### config.mk
export PLATFORM = sky130hd
export DESIGN_NAME = locality_aware_node_selector
export DESIGN_NICKNAME = d
export VERILOG_FILES = /design/src/hdl/lans_pkg.sv /design/src/hdl/lans_front.sv /design/src/hdl/lans_mod.sv /design/src/hdl/lans_back.sv /design/src/hdl/locality_aware_node_selector.sv
export SDC_FILE = /design/constraint.sdc
export NUM_CORES = 2
export LEC_CHECK = 0
export BUFFER_PORTS_ARGS = -buffer_cell sky130_fd_sc_hd__buf_2
export CORE_UTILIZATION = 55
export DETAILED_ROUTE_END_ITERATION = 10
export HOLD_SLACK_MARGIN = 0.15
export PLACE_DENSITY_LB_ADDON = 0.08
export SLEW_MARGIN = 25
export SYNTH_ARGS = -nofsm -noshare
export SYNTH_HDL_FRONTEND = slang
export SYNTH_SLANG_ARGS = --single-unit
### constraint.sdc
create_clock -name clk -period 10.33 [get_ports clk]
set_input_delay 0.5165 -clock clk [delete_from_list [all_inputs] [get_ports clk]]
set_output_delay 0.5165 -clock clk [all_outputs]
set_load 0.1 [all_outputs]
### src/hdl/lans_pkg.sv
// ============================================================================
// Locality-aware node selector package
// Shared widths, register indexes, command codes, the record that travels
// from the front stage through the remainder pipeline, and bit helpers.
// ============================================================================
package lans_pkg;

    // Field widths
    localparam int NODE_W = 5;
    localparam int CNT_W  = 6;
    localparam int MASK_W = 32;
    localparam int RND_W  = 31;
    localparam int DATA_W = 32;
    localparam int IDX_W  = 2;

    // Remainder pipeline: bits of the random word retired per stage
    localparam int MOD_STEP   = 4;
    localparam int MOD_STAGES = (RND_W + MOD_STEP - 1) / MOD_STEP;
    localparam int DIVP_W     = MOD_STAGES * MOD_STEP;

    // Clock edges from an accepted transaction to its result strobe
    localparam int LATENCY = MOD_STAGES + 2;

    // Command codes
    localparam logic CMD_INITIAL = 1'b0;
    localparam logic CMD_NEXT    = 1'b1;

    // Configuration register indexes
    localparam logic [IDX_W-1:0] REG_NODE_COUNT   = 2'd0;
    localparam logic [IDX_W-1:0] REG_LOCAL_DC     = 2'd1;
    localparam logic [IDX_W-1:0] REG_SELF_PRESENT = 2'd2;
    localparam logic [IDX_W-1:0] REG_SELF_INDEX   = 2'd3;

    // Configuration as seen by the front stage
    typedef struct packed {
        logic [CNT_W-1:0]  node_count;
        logic [MASK_W-1:0] local_dc_mask;
        logic              self_present;
        logic [NODE_W-1:0] self_index;
    } lans_cfg_t;

    // Classified request carried to the back stage
    typedef struct packed {
        logic              direct;      // selection already decided up front
        logic              found;
        logic [NODE_W-1:0] pick;
        logic [CNT_W-1:0]  up_count;
        logic [CNT_W-1:0]  local_count;
        logic [MASK_W-1:0] sel_mask;    // candidates for the ranked pick
    } lans_item_t;

    // Population count as a balanced adder tree.
    function automatic logic [CNT_W-1:0] popcount32(input logic [MASK_W-1:0] v);
        logic [1:0] s1 [16];
        logic [2:0] s2 [8];
        logic [3:0] s3 [4];
        logic [4:0] s4 [2];
        for (int i = 0; i < 16; i++)
            s1[i] = {1'b0, v[2*i]} + {1'b0, v[2*i+1]};
        for (int i = 0; i < 8; i++)
            s2[i] = {1'b0, s1[2*i]} + {1'b0, s1[2*i+1]};
        for (int i = 0; i < 4; i++)
            s3[i] = {1'b0, s2[2*i]} + {1'b0, s2[2*i+1]};
        for (int i = 0; i < 2; i++)
            s4[i] = {1'b0, s3[2*i]} + {1'b0, s3[2*i+1]};
        return {1'b0, s4[0]} + {1'b0, s4[1]};
    endfunction

    // Index of the lowest set bit, zero when none is set.
    function automatic logic [NODE_W-1:0] lowest_set(input logic [MASK_W-1:0] v);
        logic [NODE_W-1:0] idx;
        idx = '0;
        for (int i = MASK_W - 1; i >= 0; i--)
            if (v[i])
                idx = NODE_W'(i);
        return idx;
    endfunction

endpackage

### src/hdl/lans_front.sv
// ============================================================================
// Locality-aware node selector front stage
// Accepts a request, counts up and local members, and settles the self pick
// and the circular next-node search. Initial picks that need a random rank
// leave with their candidate mask and divisor for the remainder pipeline.
// ============================================================================
module lans_front
    import lans_pkg::*;
#(
    parameter int MAX_NODES = 32
)
(
    input  logic              clk,
    input  logic              rst_n,
    input  logic              in_valid,
    input  lans_cfg_t         cfg,
    input  logic              cmd,
    input  logic              ignore_local,
    input  logic [MASK_W-1:0] up_mask,
    input  logic [NODE_W-1:0] current_node,
    input  logic              current_known,
    input  logic [RND_W-1:0]  random_value,
    output logic              out_valid,
    output lans_item_t        out_item,
    output logic [RND_W-1:0]  out_dividend,
    output logic [CNT_W-1:0]  out_divisor
);

    localparam logic [CNT_W:0] MAX_N = (CNT_W + 1)'(MAX_NODES);

    logic [CNT_W-1:0]  n_eff;
    logic [MASK_W-1:0] member;
    logic [MASK_W-1:0] up_eff;

    // Initial mode
    logic [MASK_W-1:0] loc_init;
    logic [CNT_W-1:0]  ups_init;
    logic [CNT_W-1:0]  locs_init;
    logic              use_local;
    logic              self_up;

    // Next mode
    logic [NODE_W-1:0] start_idx;
    logic [MASK_W-1:0] above;
    logic [MASK_W-1:0] cand;
    logic [MASK_W-1:0] cand_loc;
    logic [NODE_W-1:0] first_any;
    logic [NODE_W-1:0] first_loc;
    logic              take_local;

    logic              valid_reg;
    lans_item_t        item_reg;
    lans_item_t        item_next;
    logic [RND_W-1:0]  dividend_reg;
    logic [CNT_W-1:0]  divisor_reg;
    logic [CNT_W-1:0]  divisor_next;

    // Members beyond the clamped count, or beyond the mask, are never up.
    always_comb
    begin
        n_eff = ({1'b0, cfg.node_count} > MAX_N) ? MAX_N[CNT_W-1:0] : cfg.node_count;
        for (int i = 0; i < MASK_W; i++)
            member[i] = (CNT_W'(i) < n_eff);
        up_eff = up_mask & member;
    end

    // Initial mode: counts, self check and the candidate set for the rank.
    always_comb
    begin
        loc_init  = ignore_local ? '0 : (up_eff & cfg.local_dc_mask);
        ups_init  = popcount32(up_eff);
        locs_init = popcount32(loc_init);
        use_local = (locs_init != '0);
        self_up   = cfg.self_present && up_eff[cfg.self_index];
    end

    // Next mode: first candidate above the start, else lowest; local first.
    always_comb
    begin
        start_idx = (current_known && ({1'b0, current_node} < n_eff)) ? current_node : '0;
        for (int i = 0; i < MASK_W; i++)
            above[i] = (NODE_W'(i) > start_idx);
        cand       = up_eff & ~(MASK_W'(1) << start_idx);
        cand_loc   = cand & cfg.local_dc_mask;
        first_any  = ((cand & above) != '0) ? lowest_set(cand & above) : lowest_set(cand);
        first_loc  = ((cand_loc & above) != '0) ? lowest_set(cand_loc & above)
                                                : lowest_set(cand_loc);
        take_local = !ignore_local && (cand_loc != '0);
    end

    // Classification of the transaction.
    always_comb
    begin
        item_next    = '0;
        divisor_next = '0;
        unique case (cmd)
            CMD_NEXT:
            begin
                item_next.direct      = 1'b1;
                item_next.found       = (cand != '0);
                item_next.pick        = take_local ? first_loc :
                                        ((cand != '0) ? first_any : '0);
                item_next.up_count    = popcount32(cand);
                item_next.local_count = popcount32(cand_loc);
            end
            CMD_INITIAL:
            begin
                item_next.direct      = self_up;
                item_next.found       = self_up || (ups_init != '0);
                item_next.pick        = self_up ? cfg.self_index : '0;
                item_next.up_count    = ups_init;
                item_next.local_count = locs_init;
                item_next.sel_mask    = use_local ? loc_init : up_eff;
                divisor_next          = use_local ? locs_init : ups_init;
            end
        endcase
    end

    // Stage register.
    always_ff @(posedge clk or negedge rst_n)
    begin
        if (!rst_n)
        begin
            valid_reg <= 1'b0;
        end
        else
        begin
            valid_reg <= in_valid;
        end
    end

    always_ff @(posedge clk)
    begin
        item_reg     <= item_next;
        dividend_reg <= random_value;
        divisor_reg  <= divisor_next;
    end

    assign out_valid    = valid_reg;
    assign out_item     = item_reg;
    assign out_dividend = dividend_reg;
    assign out_divisor  = divisor_reg;

endmodule

### src/hdl/lans_mod.sv
// ============================================================================
// Locality-aware node selector remainder pipeline
// Reduces the random word modulo the candidate count, four dividend bits
// per stage, and carries the classified request alongside. It forms the
// queue between the front and back stages.
// ============================================================================
module lans_mod
    import lans_pkg::*;
(
    input  logic             clk,
    input  logic             rst_n,
    input  logic             in_valid,
    input  lans_item_t       in_item,
    input  logic [RND_W-1:0] in_dividend,
    input  logic [CNT_W-1:0] in_divisor,
    output logic             out_valid,
    output lans_item_t       out_item,
    output logic [CNT_W-1:0] out_rem
);

    logic              valid_reg    [MOD_STAGES];
    lans_item_t        item_reg     [MOD_STAGES];
    logic [DIVP_W-1:0] dividend_reg [MOD_STAGES];
    logic [CNT_W-1:0]  divisor_reg  [MOD_STAGES];
    logic [CNT_W-1:0]  rem_reg      [MOD_STAGES];

    logic              valid_src    [MOD_STAGES];
    lans_item_t        item_src     [MOD_STAGES];
    logic [DIVP_W-1:0] dividend_src [MOD_STAGES];
    logic [CNT_W-1:0]  divisor_src  [MOD_STAGES];
    logic [CNT_W-1:0]  rem_src      [MOD_STAGES];
    logic [DIVP_W-1:0] dividend_next[MOD_STAGES];
    logic [CNT_W-1:0]  rem_next     [MOD_STAGES];

    // Restoring remainder steps, most significant dividend bit first.
    function automatic logic [CNT_W-1:0] mod_step(
        input logic [CNT_W-1:0]    r,
        input logic [MOD_STEP-1:0] b,
        input logic [CNT_W-1:0]    d
    );
        logic [CNT_W:0]   t;
        logic [CNT_W-1:0] acc;
        acc = r;
        for (int j = MOD_STEP - 1; j >= 0; j--)
        begin
            t = {acc, b[j]};
            if (t >= {1'b0, d})
                t = t - {1'b0, d};
            acc = t[CNT_W-1:0];
        end
        return acc;
    endfunction

    // Stage inputs and one remainder step per stage.
    always_comb
    begin
        for (int s = 0; s < MOD_STAGES; s++)
        begin
            if (s == 0)
            begin
                valid_src[s]    = in_valid;
                item_src[s]     = in_item;
                dividend_src[s] = DIVP_W'(in_dividend);
                divisor_src[s]  = in_divisor;
                rem_src[s]      = '0;
            end
            else
            begin
                valid_src[s]    = valid_reg[s-1];
                item_src[s]     = item_reg[s-1];
                dividend_src[s] = dividend_reg[s-1];
                divisor_src[s]  = divisor_reg[s-1];
                rem_src[s]      = rem_reg[s-1];
            end
            rem_next[s] = mod_step(rem_src[s],
                                   dividend_src[s][DIVP_W-1 -: MOD_STEP],
                                   divisor_src[s]);
            dividend_next[s] = dividend_src[s] << MOD_STEP;
        end
    end

    // Stage registers.
    always_ff @(posedge clk or negedge rst_n)
    begin
        if (!rst_n)
        begin
            for (int s = 0; s < MOD_STAGES; s++)
                valid_reg[s] <= 1'b0;
        end
        else
        begin
            for (int s = 0; s < MOD_STAGES; s++)
                valid_reg[s] <= valid_src[s];
        end
    end

    always_ff @(posedge clk)
    begin
        for (int s = 0; s < MOD_STAGES; s++)
        begin
            item_reg[s]     <= item_src[s];
            dividend_reg[s] <= dividend_next[s];
            divisor_reg[s]  <= divisor_src[s];
            rem_reg[s]      <= rem_next[s];
        end
    end

    assign out_valid = valid_reg[MOD_STAGES-1];
    assign out_item  = item_reg[MOD_STAGES-1];
    assign out_rem   = rem_reg[MOD_STAGES-1];

endmodule

### src/hdl/lans_back.sv
// ============================================================================
// Locality-aware node selector back stage
// Finds the candidate of the computed rank for random picks, takes decided
// picks as they are, and registers the result for one strobe cycle.
// ============================================================================
module lans_back
    import lans_pkg::*;
(
    input  logic              clk,
    input  logic              rst_n,
    input  logic              in_valid,
    input  lans_item_t        in_item,
    input  logic [CNT_W-1:0]  in_rank,
    output logic              done,
    output logic              found,
    output logic [NODE_W-1:0] node_index,
    output logic [CNT_W-1:0]  up_count,
    output logic [CNT_W-1:0]  local_count
);

    logic [CNT_W-1:0]  prefix [MASK_W];
    logic [NODE_W-1:0] ranked;
    logic              found_next;
    logic [NODE_W-1:0] node_index_next;

    logic              done_reg;
    logic              found_reg;
    logic [NODE_W-1:0] node_index_reg;
    logic [CNT_W-1:0]  up_count_reg;
    logic [CNT_W-1:0]  local_count_reg;

    // Each candidate's rank is the number of candidates below it.
    always_comb
    begin
        ranked = '0;
        for (int i = 0; i < MASK_W; i++)
        begin
            prefix[i] = popcount32(in_item.sel_mask & ((MASK_W'(1) << i) - MASK_W'(1)));
            if (in_item.sel_mask[i] && (prefix[i] == in_rank))
                ranked = NODE_W'(i);
        end
    end

    // Decided picks pass; otherwise the ranked candidate is taken.
    always_comb
    begin
        found_next      = in_item.found;
        node_index_next = in_item.direct ? in_item.pick : (in_item.found ? ranked : '0);
    end

    always_ff @(posedge clk or negedge rst_n)
    begin
        if (!rst_n)
        begin
            done_reg <= 1'b0;
        end
        else
        begin
            done_reg <= in_valid;
        end
    end

    always_ff @(posedge clk)
    begin
        found_reg       <= found_next;
        node_index_reg  <= node_index_next;
        up_count_reg    <= in_item.up_count;
        local_count_reg <= in_item.local_count;
    end

    assign done        = done_reg;
    assign found       = found_reg;
    assign node_index  = node_index_reg;
    assign up_count    = up_count_reg;
    assign local_count = local_count_reg;

endmodule

### src/hdl/locality_aware_node_selector.sv
// ============================================================================
// Locality-aware node selector
// Picks a member node for a request: this host when it is up, a random up
// node of the same datacenter or of the whole cluster, or the next usable
// node on the ring after the current one.
// ============================================================================
//
//  Channel   Handshake           Payload
//  -------   -----------------   ---------------------------------------------
//  request   start, busy         cmd, ignore_local, up_mask, current_node,
//                                current_known, random_value
//  result    done (strobe)       found, node_index, up_count, local_count
//  config    cfg_we              cfg_index, cfg_data
//
//  One transaction is accepted per clock; busy stays low.
//  Between its request and its result, each transaction passes one front
//  stage, eight remainder stages of four bits each, and the output register.
//  The remainder pipeline sets this depth.
//  Reset clears the pipeline valid bits and loads the register defaults.
//  Results are strobed for one cycle and cannot be held off.
//
module locality_aware_node_selector
    import lans_pkg::*;
#(
    parameter int MAX_NODES = 32
)
(
    input  logic              clk,
    input  logic              rst_n,
    input  logic              start,
    output logic              busy,
    input  logic              cmd,
    input  logic              ignore_local,
    input  logic [MASK_W-1:0] up_mask,
    input  logic [NODE_W-1:0] current_node,
    input  logic              current_known,
    input  logic [RND_W-1:0]  random_value,
    input  logic              cfg_we,
    input  logic [IDX_W-1:0]  cfg_index,
    input  logic [DATA_W-1:0] cfg_data,
    output logic              done,
    output logic              found,
    output logic [NODE_W-1:0] node_index,
    output logic [CNT_W-1:0]  up_count,
    output logic [CNT_W-1:0]  local_count
);

    logic [CNT_W-1:0]  node_count_reg;
    logic [MASK_W-1:0] local_dc_mask_reg;
    logic              self_present_reg;
    logic [NODE_W-1:0] self_index_reg;
    lans_cfg_t         cfg;

    logic              accept;
    logic              front_valid;
    lans_item_t        front_item;
    logic [RND_W-1:0]  front_dividend;
    logic [CNT_W-1:0]  front_divisor;
    logic              back_valid;
    lans_item_t        back_item;
    logic [CNT_W-1:0]  back_rank;

    // Configuration registers.
    always_ff @(posedge clk or negedge rst_n)
    begin
        if (!rst_n)
        begin
            node_count_reg    <= CNT_W'(1);
            local_dc_mask_reg <= '0;
            self_present_reg  <= 1'b0;
            self_index_reg    <= '0;
        end
        else if (cfg_we)
        begin
            unique case (cfg_index)
                REG_NODE_COUNT:   node_count_reg    <= cfg_data[CNT_W-1:0];
                REG_LOCAL_DC:     local_dc_mask_reg <= cfg_data[MASK_W-1:0];
                REG_SELF_PRESENT: self_present_reg  <= cfg_data[0];
                REG_SELF_INDEX:   self_index_reg    <= cfg_data[NODE_W-1:0];
            endcase
        end
    end

    always_comb
    begin
        cfg.node_count    = node_count_reg;
        cfg.local_dc_mask = local_dc_mask_reg;
        cfg.self_present  = self_present_reg;
        cfg.self_index    = self_index_reg;
    end

    // The pipeline never stalls, so every start is taken.
    assign busy   = 1'b0;
    assign accept = start && !busy;

    lans_front #(
        .MAX_NODES (MAX_NODES)
    ) u_front (
        .clk           (clk),
        .rst_n         (rst_n),
        .in_valid      (accept),
        .cfg           (cfg),
        .cmd           (cmd),
        .ignore_local  (ignore_local),
        .up_mask       (up_mask),
        .current_node  (current_node),
        .current_known (current_known),
        .random_value  (random_value),
        .out_valid     (front_valid),
        .out_item      (front_item),
        .out_dividend  (front_dividend),
        .out_divisor   (front_divisor)
    );

    lans_mod u_mod (
        .clk         (clk),
        .rst_n       (rst_n),
        .in_valid    (front_valid),
        .in_item     (front_item),
        .in_dividend (front_dividend),
        .in_divisor  (front_divisor),
        .out_valid   (back_valid),
        .out_item    (back_item),
        .out_rem     (back_rank)
    );

    lans_back u_back (
        .clk         (clk),
        .rst_n       (rst_n),
        .in_valid    (back_valid),
        .in_item     (back_item),
        .in_rank     (back_rank),
        .done        (done),
        .found       (found),
        .node_index  (node_index),
        .up_count    (up_count),
        .local_count (local_count)
    );

endmodule

==> metrics.md <==
| Metric | Value |
|---|---|
| CTS tree | `built` |
| Worst EP required | `10.82 ns` |
| Synth warn | `0` |
| Die X | `271.4 um` |
| Area of the mapped netlist | `39910 um^2` |
| Clock latency on the worst-skew pair | `0.63 ns` |
| WL final | `106000 um` |
| Slew at the pin closest to its max-slew limit | `1.008 ns` |
| Max_cap viols | `0` |
| Synth top cells by count | `dfxtp_1 (716), inv_1 (388), ha_1 (294), nor2_1 (198), nand2_1 (193)` |
| Die height | `271.4 um` |
| Synth Area in XOR/XNOR | `5.800%` |
| Complex-gate fraction of the synthesized area | `15.50%` |
| Cts hold-fix bufs | `57` |
| Total CTS buffers | `75` |
| FFs w/ async S/R, synth | `7.013%` |
| Top cell by count, worst path | `o21ai_0` |
| Delay of the slowest critical-path stage | `0.43 ns` |
| Top-count cell post-synth | `dfxtp_1` |
| Multiplexer area fraction after synthesis | `4.295%` |
| Placement Setup Slack | `1.071 ns` |
| Reg2reg setup slack | `0.96 ns` |
| Initial antenna violation count | `1` |
| # port buffers | `127` |
| Number of flops mapped to enable cells by yosys | `0` |
| Share of post-route cells with drive strength above 1 | `12.49%` |
| Worst Path Max Fanout | `12` |
| RSZ-0062 raised after global routing | `false` |
| Sink Count | `770` |
| Hold Fails Final Rpt | `0` |
| Routed Antenna Nets | `0` |
| Drt wl/cell | `20.79 um` |
| Fmax | `106.7 MHz` |
| Final Wtd Congestion | `1.043` |
| CTS root buf | `clkbuf_16` |
| Area leader, netlist | `dfxtp_1` |
| Starting density of the core | `55.73%` |
| Clock Pin Slew Worst Setup and Hold Paths | `0.06 ns` |
| Largest net degree at the start of global routing | `58` |
| Grt ovf | `0` |
| Synth area leaders | `dfxtp_1 (36%), fa_1 (9.5%), ha_1 (9.2%)` |
| Layout area overhead | `12.18%` |
| Min cycle time layout | `9.369 ns` |
| Initial drt markers | `2298` |
| CP delay by family, top | `compound AO/OA/AOI/OAI gates` |
| Via count | `29130` |
| Vias per cell | `5.714` |
| # Post-CTS Setup Buffers | `0` |
| Row cnt | `98` |
| Critical path class | `reg -> reg` |
| CP max-delay cell | `nor3_1` |
| Seq cells post-synth | `770` |
| H-tree lvl count | `3` |
| Tot GR Track Use | `28.91%` |
| Largest register FFs | `408` |
| Fin cells | `5097` |
| Cts repair resizes | `0` |
| Main combinational cell family by area after synthesis | `adder cells` |
| Synth unique cells | `124` |
| Vias in the first global route | `28730` |
| Startpoint types | `flip-flop` |
| Post-route clock period utilization | `90.69%` |
| Die area | `73640 um^2` |
| Final setup TNS | `0 ns` |
| First drt pass iteration count | `6` |
| Seq/Total Area, Yosys | `39.31%` |
| Final net count | `4677` |
| Synth Area in Adders | `18.75%` |
| DPL Wire Length | `82840 um` |
| CP arrival | `9.86 ns` |
| Final worst slack | `0.9613 ns` |
| Post-Synthesis Cells | `3884` |
| Worst rel slew slack | `32.25%` |
| Status | `complete, no violations` |
| Inst Count DP | `4900` |
| Synth Area in Simple Gates | `11.45%` |
| HP Class | `in -> reg` |
| Post-route DRC | `0` |
| Worst Setup End Kind | `flip-flop` |
| Buffers and inverters on the worst path | `2` |
| Max-slew violation count | `0` |
| CORE AREA | `71610 um^2` |
| Top_reg_cell synth | `dfxtp_1` |
| First-pass GRT wire length | `163500 um` |
| Post-synth top area share | `35.92%` |
| Mean Syn Cell Area | `10.27 um^2` |
| CTS max path bufs | `3` |
| Clk_skew | `0.02899 ns` |
| Final setup fails | `0` |
| I/O pin count | `129` |
-- through the flow --
step	utilization (%)	cell area (um^2)	hold slack [ns]
6_report	62.52	44770	0.1928
5_1_grt	62.52	44770	0.1751
4_1_cts	62.49	44750	0.1526
3_5_place_dp	58.01	41540	0.3121
3_3_place_gp	58.01	41540	0.3097
2_1_floorplan	-	39910	0.2209
-- layout make-up --
cell class | count | area, um^2
fillers | 6012 | 26840
multi-input cells | 2619 | 22300
flip-flops and latches | 770 | 15690
clock buffers | 97 | 2071
inverters | 404 | 1516
repair buffers | 214 | 1431
well taps | 950 | 1189
clock inverters | 42 | 565.5
diodes | 1 | 2.502
-- metal layers --
| layer | wire (um) | vias to the layer above | track usage (%) |
|---|---|---|---|
| met5 | 0 | - | 0 |
| met2 | 48480 | 1012 | 46.50 |
| li1 | - | 13960 | - |
| met4 | 7190 | 0 | 18.05 |
| met3 | 6317 | 320 | 4.688 |
| met1 | 44000 | 13840 | 36.35 |
-- worst paths after layout --
path,depth (start not counted),to,from
min,2,self_present_reg$_DFFE_PN0P_,cfg_data[0]
max reg2reg,41,u_mod.rem_reg[0][16]$_DFF_P_,u_mod.divisor_reg[0][7]$_DFF_P_
max,41,u_mod.rem_reg[0][16]$_DFF_P_,u_mod.divisor_reg[0][7]$_DFF_P_
min reg2reg,0,u_mod.item_reg[0][56]$_DFF_P_,u_mod.item_reg[0][5]$_DFF_P_
min in group asynchronous,3,local_dc_mask_reg[16]$_DFFE_PN0P_,rst_n
max in group asynchronous,3,local_dc_mask_reg[9]$_DFFE_PN0P_,rst_n
-- cell families (layout without fill, tap and decap cells) --
group                    count (synthesis)  after routing
AO/OA/AOI/OAI                          860            860
XOR/XNOR                               258            258
adder cells (fa/ha/maj)                484            484
buffers and inverters                  497            757
flip-flops                             770            770
multiplexers                           146            146
other                                    1              4
AND/OR/NAND/NOR                        868            868
-- cell usage in the layout, fill, tap and decap left out, types with 14 or more instances in the layout --
cell type / n
a211o_1: 20
a211oi_1: 50
a21boi_0: 19
a21o_1: 95
a21oi_1: 185
a221o_1: 28
a31oi_1: 38
and2_1: 37
and3_1: 27
buf_2: 127
buf_4: 30
clkbuf_16: 76
dfrtp_1: 53
dfxtp_1: 714
dlygate4sd3_1: 57
fa_1: 190
ha_1: 294
inv_1: 388
inv_2: 14
mux2_2: 108
mux2i_1: 25
nand2_1: 193
nand2b_1: 69
nand3_1: 41
nand4_1: 53
nor2_1: 198
nor2b_1: 49
nor3_1: 63
nor3b_1: 14
nor4_1: 15
o211ai_1: 22
o21a_1: 34
o21ai_0: 139
o21ai_1: 17
o31ai_1: 16
or2_2: 25
or3_1: 17
xnor2_1: 169
xor2_1: 85
Power is left out: the tool's default activity adds up to more than one toggle a clock period on the data nets, which glitch-free logic cannot reach.
